==> src/design/primality_test_trial_division_unit_assert.svh <==
// Assertion macros shared by the primality tester RTL.
`ifndef PRIMALITY_TEST_TRIAL_DIVISION_UNIT_ASSERT_SVH
`define PRIMALITY_TEST_TRIAL_DIVISION_UNIT_ASSERT_SVH

// Same-cycle implication, disabled while reset is asserted.
`define PTD_ASSERT_NOW(label, clk, rst_n, ante, cons, msg) \
    label: assert property (@(posedge clk) disable iff (!(rst_n)) (ante) |-> (cons)) \
        else $error(msg);

// Next-cycle implication, disabled while reset is asserted.
`define PTD_ASSERT_NEXT(label, clk, rst_n, ante, cons, msg) \
    label: assert property (@(posedge clk) disable iff (!(rst_n)) (ante) |=> (cons)) \
        else $error(msg);

`endif

==> src/design/ptd_pkg.sv <==
// Package with widths and sequencer states of the primality tester.
package ptd_pkg;

    localparam int NUM_W    = 32;
    localparam int MAG_W    = NUM_W - 1;
    localparam int CAND_W   = 17;
    localparam int SQ_W     = 2 * CAND_W;
    localparam int CNT_W    = $clog2(MAG_W);

    // First trial divisor; 3 is tried first and 6k-1 / 6k+1 candidates follow.
    localparam logic [CAND_W-1:0] FIRST_DIV    = CAND_W'(3);
    localparam logic [SQ_W-1:0]   FIRST_DIV_SQ = SQ_W'(9);

    typedef enum logic [1:0] {
        ST_IDLE,
        ST_CHECK,
        ST_DIV,
        ST_DONE
    } t_state;

endpackage

==> src/design/primality_test_trial_division_unit.sv <==
// Primality tester: one signed 32-bit input, trial division by 3 and 6k+-1.
// Values settled at once (<= 1, 2, 3, even) go from the input transfer straight to the result;
// otherwise each trial divisor takes a square check plus 31 divider steps, and a final
// check ends the search when no divisor hits.
// One item in flight; a new transfer is taken the cycle after the result transfer.
// Synchronous active-low reset returns the sequencer to idle with no result held.
`include "primality_test_trial_division_unit_assert.svh"

module primality_test_trial_division_unit (
    input  logic                         i_clk,
    input  logic                         i_rst_n,
    input  logic                         i_in_valid,
    output logic                         o_in_ready,
    input  logic signed [ptd_pkg::NUM_W-1:0] i_number,
    output logic                         o_out_valid,
    input  logic                         i_out_ready,
    output logic                         o_is_prime
);
    import ptd_pkg::*;

    t_state              r_state, n_state;
    logic [MAG_W-1:0]    r_mag, n_mag;
    logic [MAG_W-1:0]    r_shift, n_shift;
    logic [CAND_W-1:0]   r_cand, n_cand;
    logic [SQ_W-1:0]     r_sq, n_sq;
    logic                r_step4, n_step4;
    logic [CAND_W-1:0]   r_rem, n_rem;
    logic [CNT_W-1:0]    r_cnt, n_cnt;
    logic                r_is_prime, n_is_prime;

    logic                in_xfer;
    logic                out_xfer;
    logic [CAND_W:0]     rem_sh;
    logic                rem_ge;
    logic [CAND_W-1:0]   rem_new;
    logic                div_last;
    logic                sq_over;
    logic [SQ_W-1:0]     cand_ext;
    logic                in_search;

    assign in_xfer  = i_in_valid && o_in_ready;
    assign out_xfer = o_out_valid && i_out_ready;

    // One restoring division step: bring in the next dividend bit, subtract if it fits.
    assign rem_sh   = {r_rem, r_shift[MAG_W-1]};
    assign rem_ge   = rem_sh >= {1'b0, r_cand};
    assign rem_new  = rem_ge ? CAND_W'(rem_sh - {1'b0, r_cand}) : rem_sh[CAND_W-1:0];
    assign div_last = r_cnt == CNT_W'(MAG_W - 1);

    // Search ends once the candidate's square exceeds the value.
    assign sq_over  = r_sq > SQ_W'(r_mag);
    assign cand_ext = SQ_W'(r_cand);

    // The sequencer is working on a candidate divisor.
    assign in_search = (r_state == ST_CHECK) || (r_state == ST_DIV);

    // Datapath next values.
    always_comb begin
        n_mag      = r_mag;
        n_shift    = r_shift;
        n_cand     = r_cand;
        n_sq       = r_sq;
        n_step4    = r_step4;
        n_rem      = r_rem;
        n_cnt      = r_cnt;
        n_is_prime = r_is_prime;
        case (r_state)
            ST_IDLE: begin
                if (in_xfer) begin
                    n_mag   = i_number[MAG_W-1:0];
                    n_cand  = FIRST_DIV;
                    n_sq    = FIRST_DIV_SQ;
                    n_step4 = 1'b0;
                    if (i_number <= 1) begin
                        n_is_prime = 1'b0;
                    end else if (i_number == 2 || i_number == 3) begin
                        n_is_prime = 1'b1;
                    end else begin
                        // Odd values survive to the search; even ones are composite.
                        n_is_prime = i_number[0];
                    end
                end
            end
            ST_CHECK: begin
                n_shift = r_mag;
                n_rem   = '0;
                n_cnt   = '0;
                if (sq_over) begin
                    n_is_prime = 1'b1;
                end
            end
            ST_DIV: begin
                n_shift = {r_shift[MAG_W-2:0], 1'b0};
                n_rem   = rem_new;
                n_cnt   = r_cnt + CNT_W'(1);
                if (div_last) begin
                    if (rem_new == '0) begin
                        n_is_prime = 1'b0;
                    end
                    // Advance to the next candidate and update its square incrementally.
                    if (r_step4) begin
                        n_cand = r_cand + CAND_W'(4);
                        n_sq   = r_sq + (cand_ext << 3) + SQ_W'(16);
                    end else begin
                        n_cand = r_cand + CAND_W'(2);
                        n_sq   = r_sq + (cand_ext << 2) + SQ_W'(4);
                    end
                    n_step4 = (r_cand == FIRST_DIV) ? 1'b0 : ~r_step4;
                end
            end
            ST_DONE: begin
            end
            default: begin
            end
        endcase
    end

    // Next state.
    always_comb begin
        n_state = r_state;
        case (r_state)
            ST_IDLE: begin
                if (in_xfer) begin
                    if (i_number > 3 && i_number[0]) begin
                        n_state = ST_CHECK;
                    end else begin
                        n_state = ST_DONE;
                    end
                end
            end
            ST_CHECK: begin
                n_state = sq_over ? ST_DONE : ST_DIV;
            end
            ST_DIV: begin
                if (div_last) begin
                    n_state = (rem_new == '0) ? ST_DONE : ST_CHECK;
                end
            end
            ST_DONE: begin
                if (out_xfer) begin
                    n_state = ST_IDLE;
                end
            end
            default: begin
                n_state = ST_IDLE;
            end
        endcase
    end

    // Handshake outputs.
    always_comb begin
        o_in_ready  = 1'b0;
        o_out_valid = 1'b0;
        case (r_state)
            ST_IDLE: begin
                o_in_ready = 1'b1;
            end
            ST_DONE: begin
                o_out_valid = 1'b1;
            end
            default: begin
            end
        endcase
    end

    assign o_is_prime = r_is_prime;

    // Control state is reset; the datapath registers are not.
    always_ff @(posedge i_clk) begin
        if (!i_rst_n) begin
            r_state <= ST_IDLE;
        end else begin
            r_state <= n_state;
        end
    end

    always_ff @(posedge i_clk) begin
        r_mag      <= n_mag;
        r_shift    <= n_shift;
        r_cand     <= n_cand;
        r_sq       <= n_sq;
        r_step4    <= n_step4;
        r_rem      <= n_rem;
        r_cnt      <= n_cnt;
        r_is_prime <= n_is_prime;
    end

    // The partial remainder always stays below the divisor.
    `PTD_ASSERT_NOW(a_rem_below_div, i_clk, i_rst_n, r_state == ST_DIV, r_rem < r_cand, "remainder too big")

    // The incremental square tracks the candidate exactly.
    `PTD_ASSERT_NOW(a_sq_tracks, i_clk, i_rst_n, in_search, r_sq == cand_ext * cand_ext, "square off")

    // Trial divisors are always odd.
    `PTD_ASSERT_NOW(a_cand_odd, i_clk, i_rst_n, in_search, r_cand[0], "even trial divisor")

    // An accepted item never coexists with a pending result.
    `PTD_ASSERT_NEXT(a_accept_busy, i_clk, i_rst_n, in_xfer, !o_in_ready, "input accepted while busy")

endmodule
==> config.mk <==
export PLATFORM = sky130hd
export DESIGN_NAME = primality_test_trial_division_unit
export DESIGN_NICKNAME = d
export VERILOG_FILES = /design/src/design/ptd_pkg.sv /design/src/design/primality_test_trial_division_unit.sv
export VERILOG_INCLUDE_DIRS = /design/src /design/src/design
export SDC_FILE = /design/constraint.sdc
export NUM_CORES = 1
export LEC_CHECK = 0
export ABC_AREA = 1
export BUFFER_PORTS_ARGS = -buffer_cell sky130_fd_sc_hd__buf_2
export CORE_UTILIZATION = 35
export CTS_CLUSTER_SIZE = 28
export DETAILED_ROUTE_END_ITERATION = 10
export GPL_TIMING_DRIVEN = 0
export PLACE_DENSITY_LB_ADDON = 0.1
export SLEW_MARGIN = 20
export SYNTH_ARGS = -nofsm -noshare
export SYNTH_HDL_FRONTEND = slang
export SYNTH_SLANG_ARGS = --single-unit
==> constraint.sdc <==
create_clock -name i_clk -period 11.9 [get_ports i_clk]
set_input_delay 0.595 -clock i_clk [delete_from_list [all_inputs] [get_ports i_clk]]
set_output_delay 0.595 -clock i_clk [all_outputs]
set_load 0.05 [all_outputs]
After elaboration in Yosys (flattened, before gate mapping). Cells that the tools add are included.

Add/sub/neg operators: 8. Order comparisons: 4. Equal/unequal tests: 12. Multiplexer cells: 32. Bitwise gates (word level): 1. Reductions and logical operators: 13.

Operator list (number): 34-bit two-way mux (3); 17-bit two-way mux (4); 17-bit case mux with 2 select lines (2); 34-bit case mux with 2 select lines (1); 32-bit by 3-bit equality test with 1-bit output, second input constant (2); 31-bit case mux with 2 select lines (1); 34-bit by 19-bit adder with 34-bit output (1); 34-bit by 20-bit adder with 34-bit output (1); 34-bit by 3-bit adder with 34-bit output, second input constant (1); 34-bit by 5-bit adder with 34-bit output, second input constant (1); 34-bit by 31-bit greater-than comparator with 1-bit output (1); 32-bit by 3-bit greater-than comparator with 1-bit output, second input constant (1); 32-bit by 2-bit less-or-equal comparator with 1-bit output, second input constant (1); 18-bit by 17-bit greater-or-equal comparator with 1-bit output (1); 17-bit by 2-bit adder with 17-bit output, second input constant (1); 17-bit by 3-bit adder with 17-bit output, second input constant (1); 17-bit by 2-bit equality test with 1-bit output, second input constant (1); 17-bit logical NOT (1); 17-bit subtractor (1); 1-bit two-way mux (12); 2-bit two-way mux (5); 5-bit case mux with 2 select lines (1); 2-bit != test, second input constant (4); 2-bit case mux with 4 select lines (1); other kinds (16) (21).

Register bits: 139. Input bits: 36. Output and inout port bits: 3. Logic and storage cells: 79.

Longest topological paths before layout. Gate-level depths: netlist (run 1).

Word-level depth: 6. Mapped depth: 21. Depth with buffers taken out: 20.

Worst setup path before layout (run 1). Ideal clock, no wire load.

Kind: register -> register. Start point: reg r_state[0]. End point: reg r_cand[10], enable pin. Data arrival time: 3481 ps. Data required time: 11431 ps. Slack: 7949 ps. Cell stages (with the launch flop): 6. Period minus slack after synthesis: 3951 ps. Cell sequence: dfxtp_1 inv_1 ha_1 inv_1 o21ai_0 a21oi_1.

Longest elaborated chain between the ends: 5. Elaborated cells on any way between the ends: 8.

Ends and longest elaborated chain: from (decl) (RTL line primality_test_trial_division_unit.sv:21) `t_state r_state, n_state;`; from (signal assigned) (RTL line primality_test_trial_division_unit.sv:173) `r_state <= n_state;`; 2-bit logical NOT (RTL line primality_test_trial_division_unit.sv:154) `case (r_state)`; 1-bit two-way mux (RTL line primality_test_trial_division_unit.sv:154); net o_in_ready (RTL line primality_test_trial_division_unit.sv:13) `output logic o_in_ready,`; 1-bit logical AND (RTL line primality_test_trial_division_unit.sv:41) `assign in_xfer = i_in_valid && o_in_ready;`; 2-bit != test (no source line); 3-bit AND reduction (no source line); to (signal assigned) (RTL line primality_test_trial_division_unit.sv:180) `r_cand <= n_cand;`; to (decl) (RTL line primality_test_trial_division_unit.sv:24) `logic [CAND_W-1:0] r_cand, n_cand;`.

The timed path passes the listed nets, and every way through them passes these cells. A chain may end at the register's enable or synchronous reset.

Final worst setup path (run 1).
Start point: reg r_cand[1]. End point: reg r_sq[20] (data pin).

Longest elaborated chain between the ends: 5. Elaborated cells on any way between the ends: 7.

Ends and longest elaborated chain: 34-bit by 19-bit adder with 34-bit output or 34-bit by 20-bit adder with 34-bit output (tied branches) (RTL line primality_test_trial_division_unit.sv:106, primality_test_trial_division_unit.sv:103); 34-bit by 3-bit adder with 34-bit output or 34-bit by 5-bit adder with 34-bit output (tied branches) (RTL line primality_test_trial_division_unit.sv:106, primality_test_trial_division_unit.sv:103); 34-bit two-way mux (*) (RTL line primality_test_trial_division_unit.sv:101) `if (r_step4) begin`; 34-bit two-way mux (*) (RTL line primality_test_trial_division_unit.sv:96) `if (div_last) begin`; 34-bit case mux with 2 select lines (*) (RTL line primality_test_trial_division_unit.sv:67) `case (r_state)`; to (signal assigned) (RTL line primality_test_trial_division_unit.sv:181) `r_sq <= n_sq;`; to (decl) (RTL line primality_test_trial_division_unit.sv:25) `logic [SQ_W-1:0] r_sq, n_sq;`.

Mark *: on every way between the ends. The rest lies on a longest branch, timed or not. The select of a mux whose other input is x is not followed.

==> out/qor.csv, run 1 <==
metric,value,unit
status,completed,
period_share,0.296,
cts-buffers-inserted,17,
totalWireLength,27900,µm
hold_viol,0,
critPathMaxStageDelay,570,ps
cts_tree,built,
final_max_slew_viol_count,0,
die-area,29500,µm²
drc,0,
dieHeight,172,µm
wl_met1,13800,µm
timing.critical_path.required,12040,ps
yosys_most_used_dff,edfxtp_1,
antenna_found_initial,0,
clockBufferDepth,2,
mostFrequentLayoutCells,"nand2_1, inv_1, edfxtp_1",
ctsResizeCount,0,
htreeDepth,4,
core,28100,µm²
setup_tns,0,ps
crit_slowest_cell,edfxtp_1,
initial_core_util,0.359,
cp.arrival,3660,ps
ant_nets,0,
worst-path-buf-inv,4,
grt_overflow_total,0,
grt_first_pass_wirelength,44300,µm
crit_path_start_kind,register,
period_needed,3520,ps
synth_area,10100,µm²
nNetsFinal,1467,
synth_cell_types,44,
grt_usage,0.198,
area_delta_synth_final,14.0,%
top_layer,met4,
die_x,172,µm
cap_violations,0,
synth.top_cell.area_share,0.396,
post_cts_buffers,0,
synth_edf_count,133,
clk_pin_slew,70,ps
num_rows,61,
max_slew_margin,0.504,
gp_congestion,0.875,
crit_top_cell,inv_1,
nFillCells,2984,
grt_pass1_vias,8295,
num_antenna_cells,0,
grt_max_degree,33,
rsz0062_at_grt,no,
crit_type,register to register,
ys_seq_area_frac,0.400,
drt_iter0_markers,503,
dp_hpwl,22300,µm
wl_met2,12700,µm
cp_cell_sequence,"inv_1, ha_1, inv_1, ha_1, inv_1, fa_1, inv_1, nand3_1, nand2_1, a21boi_0, o21bai_1, a21oi_1, o21ai_0, nand2_1, nand2_1, a21oi_1, o21ai_0, a21oi_1",
ys_warn_count,0,
holdBufCountCts,0,
synthCells,1249,
vias,8434,
cts-root-buf,clkbuf_16,
met3_length,812,µm
drt-vias-per-instance,4.96,
synth_area_leaders,"edfxtp_1, ha_1, nand2_1, a21oi_1, inv_1",
finalClockSkew,7.92,ps
clock_latency,430,ps
synthArstFlopShare,0,
cp-end-kind,register,
pin_count,39,
cp_top_family,compound AO/OA/AOI/OAI gates,
synth_seq_cells,135,
hold_class,input port to register,
worstMarginPinSlew,743,ps
dr.pass1.iters,6,
cts.sinks,135,
crit_fanout,7,
layout_commonest_cell,nand2_1,
syn_area_per_cell,8.07,µm²
avgRoutedWirePerCell,16.4,µm
synth.largest_area_cell,edfxtp_1,
max_freq,284,MHz
io_buffers,38,
finalSetupViolCount,0,
synth_nets,1407,
drive_gt1_frac,0.0734,
[worst reg2reg max path, stage by stage (launching register included)]
cell and delay [ps]:
edfxtp_1 570, inv_1 140, ha_1 310, inv_1 50, ha_1 150, inv_1 50, fa_1 350, inv_1 100
nand3_1 70, nand2_1 120, a21boi_0 170, o21bai_1 250, a21oi_1 160, o21ai_0 330, nand2_1 100, nand2_1 90
a21oi_1 50, o21ai_0 100, a21oi_1 80
[path summary, 6_finish.rpt]
path                      end    startpoint  depth (start not counted)  slack [ps]
setup / recovery     r_sq[20]     r_cand[1]                         18        8380
hold / removal      r_mag[10]  i_number[10]                          1         360
setup reg to reg     r_sq[20]     r_cand[1]                         18        8380
hold reg to reg   r_shift[27]   r_shift[26]                          2         530
[Yosys cell counts, drive strengths merged (7+ instances only)]
| library cell | n |
|---|---|
| a21oi | 127 |
| buf | 7 |
| clkbuf | 16 |
| edfxtp | 133 |
| ha | 119 |
| inv | 163 |
| nand2 | 289 |
| nand3 | 57 |
| nand3b | 11 |
| nand4 | 17 |
| nor2 | 113 |
| nor3 | 23 |
| nor4 | 13 |
| o21ai | 106 |
| xnor2 | 12 |
[layout make-up]
class / instances / area, µm² / share of cell area
well taps: 378 / 473 / 0.0412
flip-flops and latches: 135 / 4030 / 0.351
inverters: 163 / 612 / 0.0533
plain buffers: 23 / 101 / 0.00882
clock inverters: 14 / 223 / 0.0194
repair buffers: 41 / 265 / 0.0231
multi-input cells: 928 / 5350 / 0.466
clock buffers: 17 / 425 / 0.0370
[metrics by stage]
| step | instance area, µm² | std cells | hold slack, ps | util | setup slack (ps) |
|---|---|---|---|---|---|
| detailed placement | 10800 | 1668 | 511 | 0.386 | 8330 |
| floorplan | 10100 | 1249 | 498 | - | 7950 |
| global route | 11500 | 1699 | 339 | 0.409 | 8020 |
| global placement | 10700 | 1665 | 506 | 0.382 | 6240 |
| finish | 11500 | 1699 | 355 | 0.409 | 8380 |
| CTS | 11500 | 1699 | 338 | 0.409 | 8320 |
[layer usage]
layer	vias up	track usage
met4	0	0.0594
li1	4408	-
met2	136	0.326
met3	33	0.0281
met1	3857	0.269
met5	-	0
[logic make-up after synthesis]
logic type / Yosys count / synth area share
fa+ha+maj: 122 / 0.154
buf+inv: 186 / 0.0708
flops: 135 / 0.400
compound gates: 256 / 0.134
xor+xnor: 17 / 0.0148
simple gates: 533 / 0.227
[registers in the layout (all words and copies together) (netlist names)]
| name | count |
|---|---|
| o_is_prime | 1 |
| r_cand | 16 |
| r_cnt | 5 |
| r_mag | 31 |
| r_rem | 17 |
| r_shift | 31 |
| r_sq | 31 |
| r_state | 2 |
| r_step4 | 1 |
Power of run 1 is left out: the tool's default activity adds up to more than one toggle a clock period on the data nets, which glitch-free logic cannot reach.
==> run 2, diff against run 1 <==
==> constraint.sdc (replaced) <==
create_clock -name i_clk -period 3.4 [get_ports i_clk]
set_input_delay 0.17 -clock i_clk [delete_from_list [all_inputs] [get_ports i_clk]]
set_output_delay 0.17 -clock i_clk [all_outputs]
set_load 0.05 [all_outputs]
==> run 2 against run 1 <==
Effect of this change:
- sequential share of layout area down 1.1 points
- via count rose by 4.1%
- critical path depth shrank 5
- non-clock buffer count rose by 42
- worst hold slack worse by 250 ps
==> out/qor.csv, run 2 (synthesized netlist as in run 1, its figures left out) <==
metric,value,unit,change
reg2reg_from,r_cand[4],,was r_cand[1]
hold_viol,0,,unchanged
num_rows,61,,unchanged
die_x,172,µm,unchanged
cp.arrival,3360,ps,was 3660 ps
dp_hpwl,22400,µm,was 22300 µm
dpl_worst_slack,-175,ps,was 8330 ps
grt_max_degree,33,,unchanged
worstMarginPinSlew,761,ps,was 743 ps
finalSetupViolCount,0,,unchanged
initial_core_util,0.359,,unchanged
grt_overflow_total,0,,unchanged
grt_busiest_layer,met2,,unchanged
clk_pin_slew,70,ps,about the same
stdcell_area,11800,µm²,was 11500 µm²
period_share,0.935,,was 0.296
hold_slack,105,ps,was 355 ps
die-area,29500,µm²,unchanged
max_slew_margin,0.493,,was 0.504
r2r_end,r_sq[32],,was r_sq[20]
cap_violations,0,,unchanged
crit_path_start_kind,register,,unchanged
grt_first_pass_wirelength,46300,µm,was 44300 µm
htreeDepth,4,,unchanged
cts_tree,built,,unchanged
grt_use_met3,0.0258,,was 0.0281
hold_class,input port to register,,unchanged
status,completed,,unchanged
reg.largest.list,"r_mag: 31 flops, r_shift: 31 flops, r_sq: 31 flops",,unchanged
avgRoutedWirePerCell,16.6,µm,was 16.4 µm
final_max_slew_viol_count,0,,unchanged
core,28100,µm²,unchanged
drc,0,,unchanged
io_buffers,38,,unchanged
grt_usage,0.207,,was 0.198
hold_path_end,r_state[1],,was r_mag[10]
mostFrequentLayoutCells,"nand2_1, inv_1, edfxtp_1",,unchanged
placed_cell_area,10800,µm²,unchanged
setup_ws,221,ps,was 8380 ps
rsz0062_at_grt,no,,unchanged
timing.critical_path.required,3580,ps,was 12040 ps
clock_latency,430,ps,about the same
grtUsageMet1,0.278,,was 0.269
grt_use_met2,0.355,,was 0.326
cts-buffers-inserted,17,,unchanged
seqCellArea,4030,µm²,unchanged
multi_input_area,5390,µm²,was 5350 µm²
period_needed,3180,ps,was 3520 ps
drt_iter0_markers,525,,was 503
ant_nets,0,,unchanged
layout_commonest_cell,nand2_1,,unchanged
crit_type,register to register,,unchanged
cts.sinks,135,,unchanged
dr.pass1.iters,5,,was 6
regToRegSetupSlack,220,ps,was 8380 ps
clockBufferDepth,2,,unchanged
nFillCells,2921,,was 2984
max_freq,315,MHz,was 284 MHz
drive_gt1_frac,0.0836,,was 0.0734
gp_congestion,0.875,,unchanged
pin_count,39,,unchanged
vias,8779,,was 8434
reg2reg_depth,13,,was 18
cp-end-kind,register,,unchanged
cts-root-buf,clkbuf_16,,unchanged
totalWireLength,28900,µm,was 27900 µm
whs_path_depth,4,,was 1
finalClockSkew,11.0,ps,was 7.92 ps
num_antenna_cells,0,,unchanged
nNetsFinal,1509,,was 1467
hp-start,i_out_ready,,was i_number[10]
area_delta_synth_final,17.6,%,was 14.0%
drt-vias-per-instance,5.04,,was 4.96
grt_pass1_vias,8640,,was 8295
crit_fanout,5,,was 7
dieHeight,172,µm,unchanged
antenna_found_initial,0,,unchanged
## run 2: per-stage QoR
stage | cells | TNS, ps | util
4_1_cts | 1735 | 0 | 0.419
3_5_place_dp | 1668 | -825 | 0.386
3_3_place_gp | 1665 | -40870 | 0.382
2_1_floorplan | 1249 | 0 | -
5_1_grt | 1742 | 0 | 0.422
6_report | 1742 | 0 | 0.422
## run 2: worst max-delay path, cell delays in order, from the launching register on
cell and delay (ps):
edfxtp_1 500, ha_1 360, ha_1 360, a21oi_1 150
nand2_1 110, a21boi_1 290, inv_1 140, a21oi_2 260
nor2_1 100, o21ai_0 150, nand2_1 150, buf_4 170
a21oi_1 120, nor2_1 60
## run 2: routing by layer
| metal | vias to the layer above | part of all wire |
|---|---|---|
| met5 | - | 0 |
| met4 | 0 | 0.011 |
| met3 | 22 | 0.029 |
| met2 | 144 | 0.47 |
| met1 | 4113 | 0.49 |
| li1 | 4500 | - |
## run 2: worst max path at each step
stage / from / to / slack (ps) / depth (start not counted)
final: r_cand[4] / r_sq[32] / 220 / 13
after global routing: r_cand[6] / o_is_prime / 5 / 18
after CTS: r_cand[1] / r_sq[20] / 9 / 18
after detailed placement: r_cand[1] / r_sq[20] / -180 / 18
after global placement: r_state[0] / r_sq[8] / -840 / 5
after floorplan: r_state[0] / r_cand[10] / 480 / 5
## run 2: cell type report
type	instances	area share
buffer	23	0.00856
clock inverter	12	0.0120
tap	378	0.0399
inverter	163	0.0516
timing repair buffer	83	0.0558
clock buffer	20	0.0369
multi-input combinational	928	0.455
sequential	135	0.341
## run 2: timing repair
action / in CTS / in global routing
endpoints found under the hold margin: 33 / 0
buffers inserted: 3 / 7
gates resized for setup: 1 / 11
pin swaps: 0 / 2
hold buffers: 32 / 0
setup endpoints to repair: 11 / 18
Power of run 2 is left out for the same reason.
